File: config.mk
export PLATFORM = sky130hd
export DESIGN_NAME = lfsr_dither_requantizer_top
export DESIGN_NICKNAME = d
export VERILOG_FILES = /design/src/design/ldrq_pkg.sv /design/src/design/lfsr_dither_requantizer_top.sv /design/src/design/ldrq_front.sv /design/src/design/ldrq_queue.sv /design/src/design/ldrq_back.sv
export VERILOG_INCLUDE_DIRS = /design/src /design/src/design
export SDC_FILE = /design/constraint.sdc
export NUM_CORES = 2
export LEC_CHECK = 0
export BUFFER_PORTS_ARGS = -buffer_cell sky130_fd_sc_hd__buf_2
export CAP_MARGIN = 20
export CORE_AREA = 2 2 263 317
export CTS_CLUSTER_DIAMETER = 100
export DETAILED_ROUTE_END_ITERATION = 10
export DIE_AREA = 0 0 265 319
export PLACE_DENSITY = 0.59
export SYNTH_ARGS = -nofsm -noshare
export SYNTH_HDL_FRONTEND = slang
export SYNTH_SLANG_ARGS = --single-unit
File: constraint.sdc
create_clock -name clk -period 8.47 [get_ports clk]
set_input_delay 0.4235 -clock clk [delete_from_list [all_inputs] [get_ports clk]]
set_output_delay 0.4235 -clock clk [all_outputs]
set_load 0.01 [all_outputs]
File: src/design/lfsr_dither_requantizer_top_assert.svh
// Assertion macros used by the requantizer queue.
`ifndef LFSR_DITHER_REQUANTIZER_TOP_ASSERT_SVH
`define LFSR_DITHER_REQUANTIZER_TOP_ASSERT_SVH

// same-cycle implication
`define LDRQ_ASSERT_IMPL(label, ante, cons) \
    label: assert property (@(posedge clk) disable iff (!rst_n) (ante) |-> (cons)) \
        else $error("ldrq assertion failed");

// next-cycle implication
`define LDRQ_ASSERT_NEXT(label, ante, cons) \
    label: assert property (@(posedge clk) disable iff (!rst_n) (ante) |=> (cons)) \
        else $error("ldrq assertion failed");

`endif

File: src/design/ldrq_pkg.sv
// Types, constants and functions for the LFSR dither requantizer.
package ldrq_pkg;

    localparam int QDEPTH = 4;
    localparam int QPTR_W = 2;
    localparam int QCNT_W = 3;

    localparam logic [1:0] REG_TARGET_BITS = 2'd0;
    localparam logic [1:0] REG_ALPHA_Q16   = 2'd1;
    localparam logic [1:0] REG_MULAW_MODE  = 2'd2;
    localparam logic [1:0] REG_LFSR_SEED   = 2'd3;

    localparam logic [4:0]  TARGET_BITS_MIN   = 5'd1;
    localparam logic [4:0]  TARGET_BITS_MAX   = 5'd16;
    localparam logic [16:0] ALPHA_MAX         = 17'd65536;
    localparam logic [31:0] LFSR_SEED_RESET   = 32'd1;

    localparam logic [13:0] MU_CLIP     = 14'd8159;
    localparam logic [13:0] MU_BIAS_MAG = 14'd33;
    localparam logic [7:0]  MU_FLIP_POS = 8'hFF;
    localparam logic [7:0]  MU_FLIP_NEG = 8'h7F;

    localparam logic signed [17:0] SUM_MAX = 18'sd32767;
    localparam logic signed [17:0] SUM_MIN = -18'sd32768;

    typedef logic [QCNT_W-1:0] qcnt_t;
    typedef logic [QPTR_W-1:0] qptr_t;

    typedef struct packed {
        logic signed [15:0] pcm_in;
        logic               last_in;
    } sample_t;

    typedef struct packed {
        logic signed [15:0] pcm_out;
        logic               last_out;
    } result_t;

    // request handed from front to back
    typedef struct packed {
        logic signed [15:0] base;
        logic [31:0]        noise;
        logic               dith_en;
        logic               last;
    } work_t;

    typedef struct packed {
        logic [16:0] alpha;
        logic        mulaw;
        logic        seed_load;
        logic [31:0] seed;
    } front_cfg_t;

    typedef struct packed {
        logic [15:0] width;
        logic [15:0] step_mask;
        logic [15:0] half_step;
    } back_cfg_t;

    function automatic logic [31:0] lfsr_next(input logic [31:0] s);
        logic fb;
        fb = s[31] ^ s[21] ^ s[1] ^ s[0];
        return {fb, s[31:1]};
    endfunction

    function automatic logic [7:0] mulaw_code(input logic signed [15:0] x);
        logic signed [15:0] q;
        logic [15:0]        nq;
        logic [13:0]        mag;
        logic [7:0]         flip;
        logic [3:0]         seg;
        logic [13:0]        sh;
        logic [7:0]         code;
        q = x >>> 2;
        nq = -q;
        if (x[15])
        begin
            mag  = nq[13:0];
            flip = MU_FLIP_NEG;
        end
        else
        begin
            mag  = q[13:0];
            flip = MU_FLIP_POS;
        end
        if (mag > MU_CLIP)
        begin
            mag = MU_CLIP;
        end
        mag = mag + MU_BIAS_MAG;
        priority if (mag <= 14'h003F) seg = 4'd0;
        else if (mag <= 14'h007F) seg = 4'd1;
        else if (mag <= 14'h00FF) seg = 4'd2;
        else if (mag <= 14'h01FF) seg = 4'd3;
        else if (mag <= 14'h03FF) seg = 4'd4;
        else if (mag <= 14'h07FF) seg = 4'd5;
        else if (mag <= 14'h0FFF) seg = 4'd6;
        else if (mag <= 14'h1FFF) seg = 4'd7;
        else seg = 4'd8;
        sh = mag >> (seg + 4'd1);
        if (seg[3])
        begin
            code = MU_FLIP_NEG ^ flip;
        end
        else
        begin
            code = {1'b0, seg[2:0], sh[3:0]} ^ flip;
        end
        return code;
    endfunction

endpackage

File: src/design/lfsr_dither_requantizer_top.sv
// Top level of the LFSR dither requantizer: registers, front, queue and back.
// One sample in and one sample out per clock when neither side stalls. The
// front steps the 32-bit noise LFSR once or twice per request in the cycle
// it accepts it, which is what holds the rate at one request per cycle while
// the queue has room; a four-entry queue then feeds the back end, whose
// multiply stage register and output register follow the queue.
// Target bits and alpha are saturated when written; writing the seed reloads
// the noise generator. Change registers only while the block is idle.
module lfsr_dither_requantizer_top (
    input  logic              clk,
    input  logic              rst_n,
    input  logic              sample_valid,
    output logic              sample_stall,
    input  ldrq_pkg::sample_t sample,
    output logic              result_valid,
    input  logic              result_stall,
    output ldrq_pkg::result_t result,
    input  logic              wr_en,
    input  logic [1:0]        wr_index,
    input  logic [31:0]       wr_data
);

    logic [4:0]  tbits_reg;
    logic [16:0] alpha_reg;
    logic        mulaw_reg;

    logic [4:0]  tbits_wr;
    logic [16:0] alpha_wr;
    logic [15:0] step;

    ldrq_pkg::front_cfg_t front_cfg;
    ldrq_pkg::back_cfg_t  back_cfg;

    logic            push;
    logic            pop;
    logic            q_full;
    logic            q_valid;
    ldrq_pkg::work_t wr_entry;
    ldrq_pkg::work_t rd_entry;

    always_comb
    begin
        priority if (wr_data[4:0] < ldrq_pkg::TARGET_BITS_MIN) tbits_wr = ldrq_pkg::TARGET_BITS_MIN;
        else if (wr_data[4:0] > ldrq_pkg::TARGET_BITS_MAX) tbits_wr = ldrq_pkg::TARGET_BITS_MAX;
        else tbits_wr = wr_data[4:0];
        alpha_wr = (wr_data[16:0] > ldrq_pkg::ALPHA_MAX) ? ldrq_pkg::ALPHA_MAX : wr_data[16:0];

        step = 16'h0001 << (ldrq_pkg::TARGET_BITS_MAX - tbits_reg);

        front_cfg.alpha     = alpha_reg;
        front_cfg.mulaw     = mulaw_reg;
        front_cfg.seed_load = wr_en && (wr_index == ldrq_pkg::REG_LFSR_SEED);
        front_cfg.seed      = wr_data;

        back_cfg.width     = 16'(alpha_reg >> tbits_reg);
        back_cfg.step_mask = step - 16'h0001;
        back_cfg.half_step = step >> 1;
    end

    always_ff @(posedge clk or negedge rst_n)
    begin
        if (!rst_n)
        begin
            tbits_reg <= ldrq_pkg::TARGET_BITS_MAX;
            alpha_reg <= ldrq_pkg::ALPHA_MAX;
            mulaw_reg <= 1'b0;
        end
        else if (wr_en)
        begin
            unique case (wr_index)
                ldrq_pkg::REG_TARGET_BITS: tbits_reg <= tbits_wr;
                ldrq_pkg::REG_ALPHA_Q16:   alpha_reg <= alpha_wr;
                ldrq_pkg::REG_MULAW_MODE:  mulaw_reg <= wr_data[0];
                default:                   ;
            endcase
        end
    end

    assign sample_stall = q_full;

    ldrq_front u_front (
        .clk          (clk),
        .rst_n        (rst_n),
        .cfg          (front_cfg),
        .sample_valid (sample_valid),
        .sample       (sample),
        .q_full       (q_full),
        .push         (push),
        .entry        (wr_entry)
    );

    ldrq_queue u_queue (
        .clk       (clk),
        .rst_n     (rst_n),
        .push      (push),
        .wr_entry  (wr_entry),
        .pop       (pop),
        .rd_entry  (rd_entry),
        .full      (q_full),
        .not_empty (q_valid)
    );

    ldrq_back u_back (
        .clk          (clk),
        .rst_n        (rst_n),
        .cfg          (back_cfg),
        .q_valid      (q_valid),
        .q_entry      (rd_entry),
        .pop          (pop),
        .result_valid (result_valid),
        .result       (result),
        .result_stall (result_stall)
    );

endmodule

File: src/design/ldrq_front.sv
// Front end: steps the LFSR, decides dither, forms the mu-law or linear base.
module ldrq_front (
    input  logic                clk,
    input  logic                rst_n,
    input  ldrq_pkg::front_cfg_t cfg,
    input  logic                sample_valid,
    input  ldrq_pkg::sample_t   sample,
    input  logic                q_full,
    output logic                push,
    output ldrq_pkg::work_t     entry
);

    logic [31:0] lfsr_reg;
    logic [31:0] lfsr_next;
    logic [31:0] step1;
    logic [31:0] step2;
    logic        take;
    logic [7:0]  code;

    always_comb
    begin
        step1 = ldrq_pkg::lfsr_next(lfsr_reg);
        step2 = ldrq_pkg::lfsr_next(step1);
        take  = {1'b0, step1} <= {cfg.alpha, 16'h0000};
        code  = ldrq_pkg::mulaw_code(sample.pcm_in);
        push  = sample_valid && !q_full;

        entry.base    = cfg.mulaw ? $signed({8'h00, code}) : sample.pcm_in;
        entry.noise   = step2;
        entry.dith_en = take;
        entry.last    = sample.last_in;

        lfsr_next = lfsr_reg;
        if (cfg.seed_load)
        begin
            lfsr_next = cfg.seed;
        end
        else if (push)
        begin
            lfsr_next = take ? step2 : step1;
        end
    end

    always_ff @(posedge clk or negedge rst_n)
    begin
        if (!rst_n)
        begin
            lfsr_reg <= ldrq_pkg::LFSR_SEED_RESET;
        end
        else
        begin
            lfsr_reg <= lfsr_next;
        end
    end

endmodule

File: src/design/ldrq_queue.sv
// Four-entry request queue between front and back.
`include "lfsr_dither_requantizer_top_assert.svh"

module ldrq_queue (
    input  logic            clk,
    input  logic            rst_n,
    input  logic            push,
    input  ldrq_pkg::work_t wr_entry,
    input  logic            pop,
    output ldrq_pkg::work_t rd_entry,
    output logic            full,
    output logic            not_empty
);

    ldrq_pkg::work_t mem [ldrq_pkg::QDEPTH];
    ldrq_pkg::qptr_t wr_ptr_reg;
    ldrq_pkg::qptr_t rd_ptr_reg;
    ldrq_pkg::qcnt_t count_reg;
    ldrq_pkg::qcnt_t count_next;

    assign full      = count_reg == ldrq_pkg::qcnt_t'(ldrq_pkg::QDEPTH);
    assign not_empty = count_reg != ldrq_pkg::qcnt_t'(0);
    assign rd_entry  = mem[rd_ptr_reg];

    always_comb
    begin
        unique case ({push, pop})
            2'b10:   count_next = count_reg + ldrq_pkg::qcnt_t'(1);
            2'b01:   count_next = count_reg - ldrq_pkg::qcnt_t'(1);
            default: count_next = count_reg;
        endcase
    end

    always_ff @(posedge clk)
    begin
        if (push)
        begin
            mem[wr_ptr_reg] <= wr_entry;
        end
    end

    always_ff @(posedge clk or negedge rst_n)
    begin
        if (!rst_n)
        begin
            wr_ptr_reg <= '0;
            rd_ptr_reg <= '0;
            count_reg  <= '0;
        end
        else
        begin
            if (push)
            begin
                wr_ptr_reg <= wr_ptr_reg + ldrq_pkg::qptr_t'(1);
            end
            if (pop)
            begin
                rd_ptr_reg <= rd_ptr_reg + ldrq_pkg::qptr_t'(1);
            end
            count_reg <= count_next;
        end
    end

    `LDRQ_ASSERT_IMPL(a_count_bound, 1'b1, count_reg <= ldrq_pkg::qcnt_t'(ldrq_pkg::QDEPTH))
    `LDRQ_ASSERT_IMPL(a_no_pop_empty, pop, not_empty)
    `LDRQ_ASSERT_IMPL(a_no_push_full, push, !full)
    `LDRQ_ASSERT_NEXT(a_push_grows, push && !pop, count_reg == $past(count_reg) + ldrq_pkg::qcnt_t'(1))

endmodule

File: src/design/ldrq_back.sv
// Back end: dither multiply, add, clamp, floor to step plus half a step and output register.
module ldrq_back (
    input  logic                clk,
    input  logic                rst_n,
    input  ldrq_pkg::back_cfg_t cfg,
    input  logic                q_valid,
    input  ldrq_pkg::work_t     q_entry,
    output logic                pop,
    output logic                result_valid,
    output ldrq_pkg::result_t   result,
    input  logic                result_stall
);

    logic                advance;
    logic [47:0]         product;

    logic                s1_valid_reg;
    logic [15:0]         s1_u_reg;
    logic                s1_en_reg;
    logic signed [15:0]  s1_base_reg;
    logic                s1_last_reg;

    logic signed [17:0]  dither;
    logic signed [17:0]  sum;
    logic [15:0]         clamped;
    logic [15:0]         quant;

    logic                res_valid_reg;
    ldrq_pkg::result_t   res_reg;

    assign advance      = !res_valid_reg || !result_stall;
    assign pop          = advance && q_valid;
    assign product      = 48'(q_entry.noise) * 48'(cfg.width);
    assign result_valid = res_valid_reg;
    assign result       = res_reg;

    always_comb
    begin
        if (s1_en_reg)
        begin
            dither = $signed({2'b00, s1_u_reg}) - $signed({3'b000, cfg.width[15:1]});
        end
        else
        begin
            dither = '0;
        end
        sum = 18'(s1_base_reg) + dither;
        priority if (sum > ldrq_pkg::SUM_MAX) clamped = ldrq_pkg::SUM_MAX[15:0];
        else if (sum < ldrq_pkg::SUM_MIN) clamped = ldrq_pkg::SUM_MIN[15:0];
        else clamped = sum[15:0];
        quant = (clamped & ~cfg.step_mask) + cfg.half_step;
    end

    always_ff @(posedge clk)
    begin
        if (pop)
        begin
            s1_u_reg    <= product[47:32];
            s1_en_reg   <= q_entry.dith_en;
            s1_base_reg <= q_entry.base;
            s1_last_reg <= q_entry.last;
        end
        if (advance && s1_valid_reg)
        begin
            res_reg.pcm_out  <= $signed(quant);
            res_reg.last_out <= s1_last_reg;
        end
    end

    always_ff @(posedge clk or negedge rst_n)
    begin
        if (!rst_n)
        begin
            s1_valid_reg  <= 1'b0;
            res_valid_reg <= 1'b0;
        end
        else if (advance)
        begin
            s1_valid_reg  <= q_valid;
            res_valid_reg <= s1_valid_reg;
        end
    end

endmodule
[Word-level counts from Yosys, hierarchy flattened]
Memory sizes are Yosys's and may differ from the RTL's.
Index checks and enable logic that the tools add are counted.
Cells by class
  add/subtract/negate cells: 12
  multipliers: 1
  divide/modulo/power cells: 0
  $lt $le $gt $ge: 15
  eq/ne operators: 6
  shift-type cells: 3
  multiplexer cells: 25
  bitwise logic cells: 10
  reductions and logical operators: 15
Operators with widths (count)
  two-way mux 32 bit: 3
  multiplier 32 x 16 -> 48 bit: 1
  two-way mux 16 bit: 3
  <= comparator 32 x 33 -> 1 bit: 1
  two-way mux 4 bit: 8
  two-way mux 14 bit: 2
  adder 16 x 18 -> 18 bit: 1
  greater-than comparator 18 x 16 -> 1 bit (second input constant): 1
  < comparator 18 x 16 -> 1 bit (second input constant): 1
  two-way mux 18 bit: 1
  greater-than comparator 17 bit (second input constant): 1
  two-way mux 17 bit: 1
  right shift 17 x 5 -> 16 bit: 1
  subtractor 16 x 15 -> 17 bit: 1
  adder 16 x 15 -> 16 bit: 1
  bitwise AND 16 bit: 1
  two-way mux 8 bit: 2
  NOT 16 bit: 1
  left shift 1 x 5 -> 16 bit (first input constant): 1
  subtractor 16 x 1 -> 16 bit (second input constant): 1
  adder 14 x 6 -> 14 bit (second input constant): 1
  greater-than comparator 14 x 13 -> 1 bit (second input constant): 1
  <= comparator 14 x 10 -> 1 bit (second input constant): 1
  <= comparator 14 x 11 -> 1 bit (second input constant): 1
  31 further kinds: 50
Word-level totals
  bits in registers: 115
  latch bits: 0
  RAM bits: 200
  ROM bits: 0
  bits of input ports: 56
  output and inout port bits: 19
  memories: 1
Memory list
  u_queue.mem: depth 4, bits a word 50, rd ports 1, clocked after memory_dff 0, wr ports 1, line ldrq_queue.sv:15  | ldrq_pkg::work_t mem [ldrq_pkg::QDEPTH];

[Logic depth before layout (Yosys ltp)]
  depth in word-level cells: 19
  gate-level depth with buffers: 44
  depth with buffers taken out: 40

[Modules after synthesis]
A second synthesis with hierarchy kept.
Second synthesis, totals
  cell total of the unflattened synthesis: 3227
  area, all modules: 33322.0 um^2
Modules (own cells, without submodules)
  ldrq_back: instances 1, cells each 2131, area each 19203.4 um^2, sequential area each 1581.5 um^2
  ldrq_queue: instances 1, cells each 298, area each 7676.1 um^2, sequential area each 6180.9 um^2
  ldrq_front: instances 1, cells each 564, area each 4327.9 um^2, sequential area each 802.0 um^2
  lfsr_dither_requantizer_top: instances 1, cells each 234, area each 2114.5 um^2, sequential area each 578.1 um^2

[Least setup slack after synthesis]
Ideal clock, no wire load.
  kind: reg-to-reg
  from: reg tbits_reg[0]
  to: reg u_back.res_reg (netlist bit u_back.result[15]) (data pin)
  arrival: 8727 ps
  data required time: 8209 ps
  setup slack: -518 ps
  cell stages (with the launch flop): 44
  period minus slack after synthesis: 8988 ps
  cells stage by stage: dfrtp_1 buf_2 clkbuf_1 clkbuf_1 mux2i_1 mux4_2 o22ai_1 clkbuf_1 inv_1 fa_1 a21o_1 a21oi_1 o21ai_0 a21oi_1 o21ai_0 a21oi_1 o21bai_1 a21oi_1 [... 8 more ...] xnor2_1 a221o_1 clkbuf_1 o211a_1 ha_1 fa_1 a21o_1 a21oi_1 o21bai_1 a21oi_1 o21bai_1 a21oi_1 o21bai_1 a21oi_1 o21bai_1 a21oi_1 nor3_1 a311o_1
On the way
  longest elaborated chain between the ends: 9
  elaborated cells between the ends (all ways): 14
Ends and longest elaborated chain
  start: declaration: line lfsr_dither_requantizer_top.sv:23  | logic [4:0] tbits_reg;
  start signal: assignment: line lfsr_dither_requantizer_top.sv:64  | tbits_reg <= ldrq_pkg::TARGET_BITS_MAX;
  start signal: assignment: line lfsr_dither_requantizer_top.sv:71  | ldrq_pkg::REG_TARGET_BITS: tbits_reg <= tbits_wr;
  right shift 17 x 5 -> 16 bit: line lfsr_dither_requantizer_top.sv:55  | back_cfg.width = 16'(alpha_reg >> tbits_reg);
  subtractor 16 x 15 -> 17 bit: line ldrq_back.sv:41  | dither = $signed({2'b00, s1_u_reg}) - $signed({3'b000, cfg.width[15:1]});
  two-way mux 18 bit: line ldrq_back.sv:39  | if (s1_en_reg)
  adder 16 x 18 -> 18 bit: line ldrq_back.sv:47  | sum = 18'(s1_base_reg) + dither;
  < comparator 18 x 16 -> 1 bit: line ldrq_back.sv:49  | else if (sum < ldrq_pkg::SUM_MIN) clamped = ldrq_pkg::SUM_MIN[15:0];
  two-way mux 16 bit: line ldrq_back.sv:49
  two-way mux 16 bit: line ldrq_back.sv:48  | priority if (sum > ldrq_pkg::SUM_MAX) clamped = ldrq_pkg::SUM_MAX[15:0];
  bitwise AND 16 bit: line ldrq_back.sv:51  | quant = (clamped & ~cfg.step_mask) + cfg.half_step;
  adder 16 x 15 -> 16 bit *: line ldrq_back.sv:51
  via u_back.quant[14]: line ldrq_back.sv:26  | logic [15:0] quant;
  end: declaration: line ldrq_back.sv:29  | ldrq_pkg::result_t res_reg;
Mark *: on every way through the listed nets, which the timed path passes. The rest lies on a longest branch.
A chain may end at the register's enable or synchronous reset.

[Worst setup path in the final report]
  from: reg tbits_reg[0]
  to: reg u_back.s1_u_reg[13] (data pin)
On the way
  longest elaborated chain between the ends: 2
Ends and longest elaborated chain
  right shift 17 x 5 -> 16 bit: line lfsr_dither_requantizer_top.sv:55
  multiplier 32 x 16 -> 48 bit: line ldrq_back.sv:33  | assign product = 48'(q_entry.noise) * 48'(cfg.width);
  via u_back.product[45]: line ldrq_back.sv:15  | logic [47:0] product;
  end signal: assignment: line ldrq_back.sv:58  | s1_u_reg <= product[47:32];
  end: declaration: line ldrq_back.sv:18  | logic [15:0] s1_u_reg;
The timed path passes the listed nets, and every way through them passes these cells.

==> metrics.yaml <==
outcome:
  status: "completed"
yosys:
  synth_flop_cell: "edfxtp_1"
  syn_nets: 3805
  syn_inst: 3139
  ys_seq_elements: 315
  syn_area_per_cell_sq_um: 10.3
  yosysWarnings: 0
  ys_types: 95
  synth_area_sq_um: 32400
  synthArstFlopShare: 0.203
  synth_enable_flop_cells: 251
  seq_area_frac_synth: 0.282
clock_tree:
  clk_latency_ns: 0.57
  htreeDepth: 1
  cts_tree: "yes"
  clock-sinks: 315
  cts_buffers: 29
  clk_pin_slew_ns: 0.07
  cts.root.buffer_cell: "clkbuf_16"
  clock_path_buffers: 3
grt:
  grt-busiest-layer: "met2"
  grtUsageTotal: 0.210
  gr-usage-met3: 0.0192
  grt_util_met2: 0.381
  grt_pass1_vias: 24574
  antenna_found_initial: 1
  grt_pass1_wl_mm: 139
  globalRouteMet1Util: 0.266
  grt_overflow_total: 0
  grt_max_degree: 67
die:
  start_util: 0.398
  io_pins: 75
  fp.dieArea_sq_um: 84500
  die_y_microns: 319
  num_rows: 115
  core-area_sq_um: 81400
  die_w_microns: 265
placed_design:
  dp.final_hpwl_mm: 67.2
  place_congestion: 0.920
  portBuffers: 74
job:
  drv_cap: 0
routing:
  drc_errors: 0
  dr.pass1.iters: 5
  drtAntennaViolNets: 0
  drt_iter0_drc: 1473
  wl_mm: 87.4
  viasPerCell: 5.39
  vias: 23038
  wire_per_inst_microns: 20.4
finish:
  nets: 3866
  final_util: 0.437
  largest_register_ffs: 200
  area_growth_pct: 9.71
  final_layout_size_suffix_gt1_frac: 0.116
  seqCellArea_sq_um: 9150
  fillerInstances: 7831
  multi_input_area_sq_um: 21100
timing:
  tightest_slew_ns: 1.06
  skew_ns: 0.0271
  fin_crit_sh: 0.955
  fin_crit_ns: 8.09
  relSlewSlack: 0.295
  max_freq_mhz: 124
  hold_viol: 0
  setup_viol: 0
  slew_violations: 0
  tns_ns: 0
worst_setup_path:
  critPathMaxStageDelay_ns: 0.56
  slowest_stage: "fa_1"
  cpMostUsedCell: "fa_1"
  cp-start-kind: "flop"
  cp_data_required_time_ns: 8.79
  worstPathMaxFanout: 23
  crit_path_end_kind: "flop"
  critPathBufInv: 6
  path_class: "flop to flop"
  arrival_ns: 8.41
  critPathTopFamily: "adder cells"
min_path:
  hold_path.class: "input port to async pin"
[area by class of cell]
cell class	instances	share of cell area
multi-input cells	2213	0.594
flip-flops and latches	315	0.257
inverters	462	0.0488
well taps	1053	0.0370
repair buffers	179	0.0367
clock buffers	39	0.0220
clock inverters	14	0.00404
diodes	1	0.0000703
[routing by layer]
metal,vias up,share of wire
met4,0,0.034
li1,10479,-
met3,151,0.049
met1,11778,0.41
met5,-,0
met2,630,0.51
[worst paths after layout]
path	startpoint	endpoint	slack, ns	cells after the start
hold / removal	rst_n	u_front.lfsr_reg[23]	0.06	2
min in group clk	wr_data[23]	u_front.lfsr_reg[23]	0.07	3
setup reg to reg	tbits_reg[0]	u_back.s1_u_reg[13]	0.38	28
max in group asynchronous	rst_n	u_queue.rd_ptr_reg[0]	7.73	2
hold reg to reg	u_back.s1_last_reg	u_back.result[0]	0.43	0
setup / recovery	tbits_reg[0]	u_back.s1_u_reg[13]	0.38	28
[cells in the final DEF, fill, tap and decap left out, drive strengths merged, types with 48 or more instances in the layout]
cell	count
dfrtp	61
buf	178
fa	421
nor2	175
o21ai	101
edfxtp	251
a21o	48
mux2i	54
inv	462
ha	189
xnor2	59
nor2b	97
nand2	465
mux4	64
a21oi	141
[worst reg2reg max path: cells and delay by family, from the launching register on]
kind	cells	cell delay, ns
xor gates and xnor gates	1	0.14
adders and majority gates	7	3.37
AOI/OAI and AO/OA	10	2.08
muxes	2	0.77
buffers and inverters	6	0.71
and+or+nand+nor	2	0.32
DFF	1	0.47
[through the flow]
step                      setup slack [ns]  instance area (sq um)  std cells  hold slack, ns
final                                0.380                  35600       4276          0.0628
after global routing               -0.0320                  35600       4275          0.0691
after CTS                           0.0385                  35400       4269          0.0501
after detailed placement            -0.136                  34500       4216           0.420
after global placement              0.0647                  34500       4216           0.407
after floorplan                    0.00450                  32500       3139           0.128
[logic make-up (layout without fill, tap and decap cells)]
family | after synthesis | count (layout) | synth area share
simple gates | 949 | 949 | 0.135
buf+inv | 611 | 694 | 0.0717
fa+ha+maj | 610 | 610 | 0.333
compound gates | 436 | 436 | 0.0892
flops | 315 | 315 | 0.282
mux | 130 | 130 | 0.0653
xor+xnor | 88 | 88 | 0.0246
other cells | 0 | 1 | 0
[what timing repair did]
item                       in CTS  in global routing
cloned                          0                  1
setup endpoints to repair       2                 10
hold buffers                    0                  0
setup buffers                   0                  4
pin swaps                       0                 11
gates resized for setup         5                 28
[cell usage after synthesis, drive strengths merged (12+ instances only)]
library cell | n | area share
nand2b | 29 | 0.0056
mux4 | 64 | 0.044
nor2b | 97 | 0.019
o31ai | 14 | 0.0048
xnor2 | 59 | 0.016
mux2i | 54 | 0.017
inv | 460 | 0.053
dfrtp | 61 | 0.047
and3 | 30 | 0.0058
nor3 | 31 | 0.0051
a22o | 14 | 0.0038
xor2 | 29 | 0.0086
nand4 | 15 | 0.0029
nand2 | 465 | 0.054
a21o | 48 | 0.011
edfxtp | 251 | 0.23
nand3 | 26 | 0.0044
a21oi | 141 | 0.022
fa | 421 | 0.26
clkbuf | 126 | 0.015
nor2 | 175 | 0.020
and2 | 35 | 0.0068
o21ai | 101 | 0.016
buf | 23 | 0.0037
o21bai | 14 | 0.0032
mux2 | 12 | 0.0042
ha | 189 | 0.073
Power is left out: the tool's default activity adds up to more than one toggle a clock period on the data nets, which glitch-free logic cannot reach.
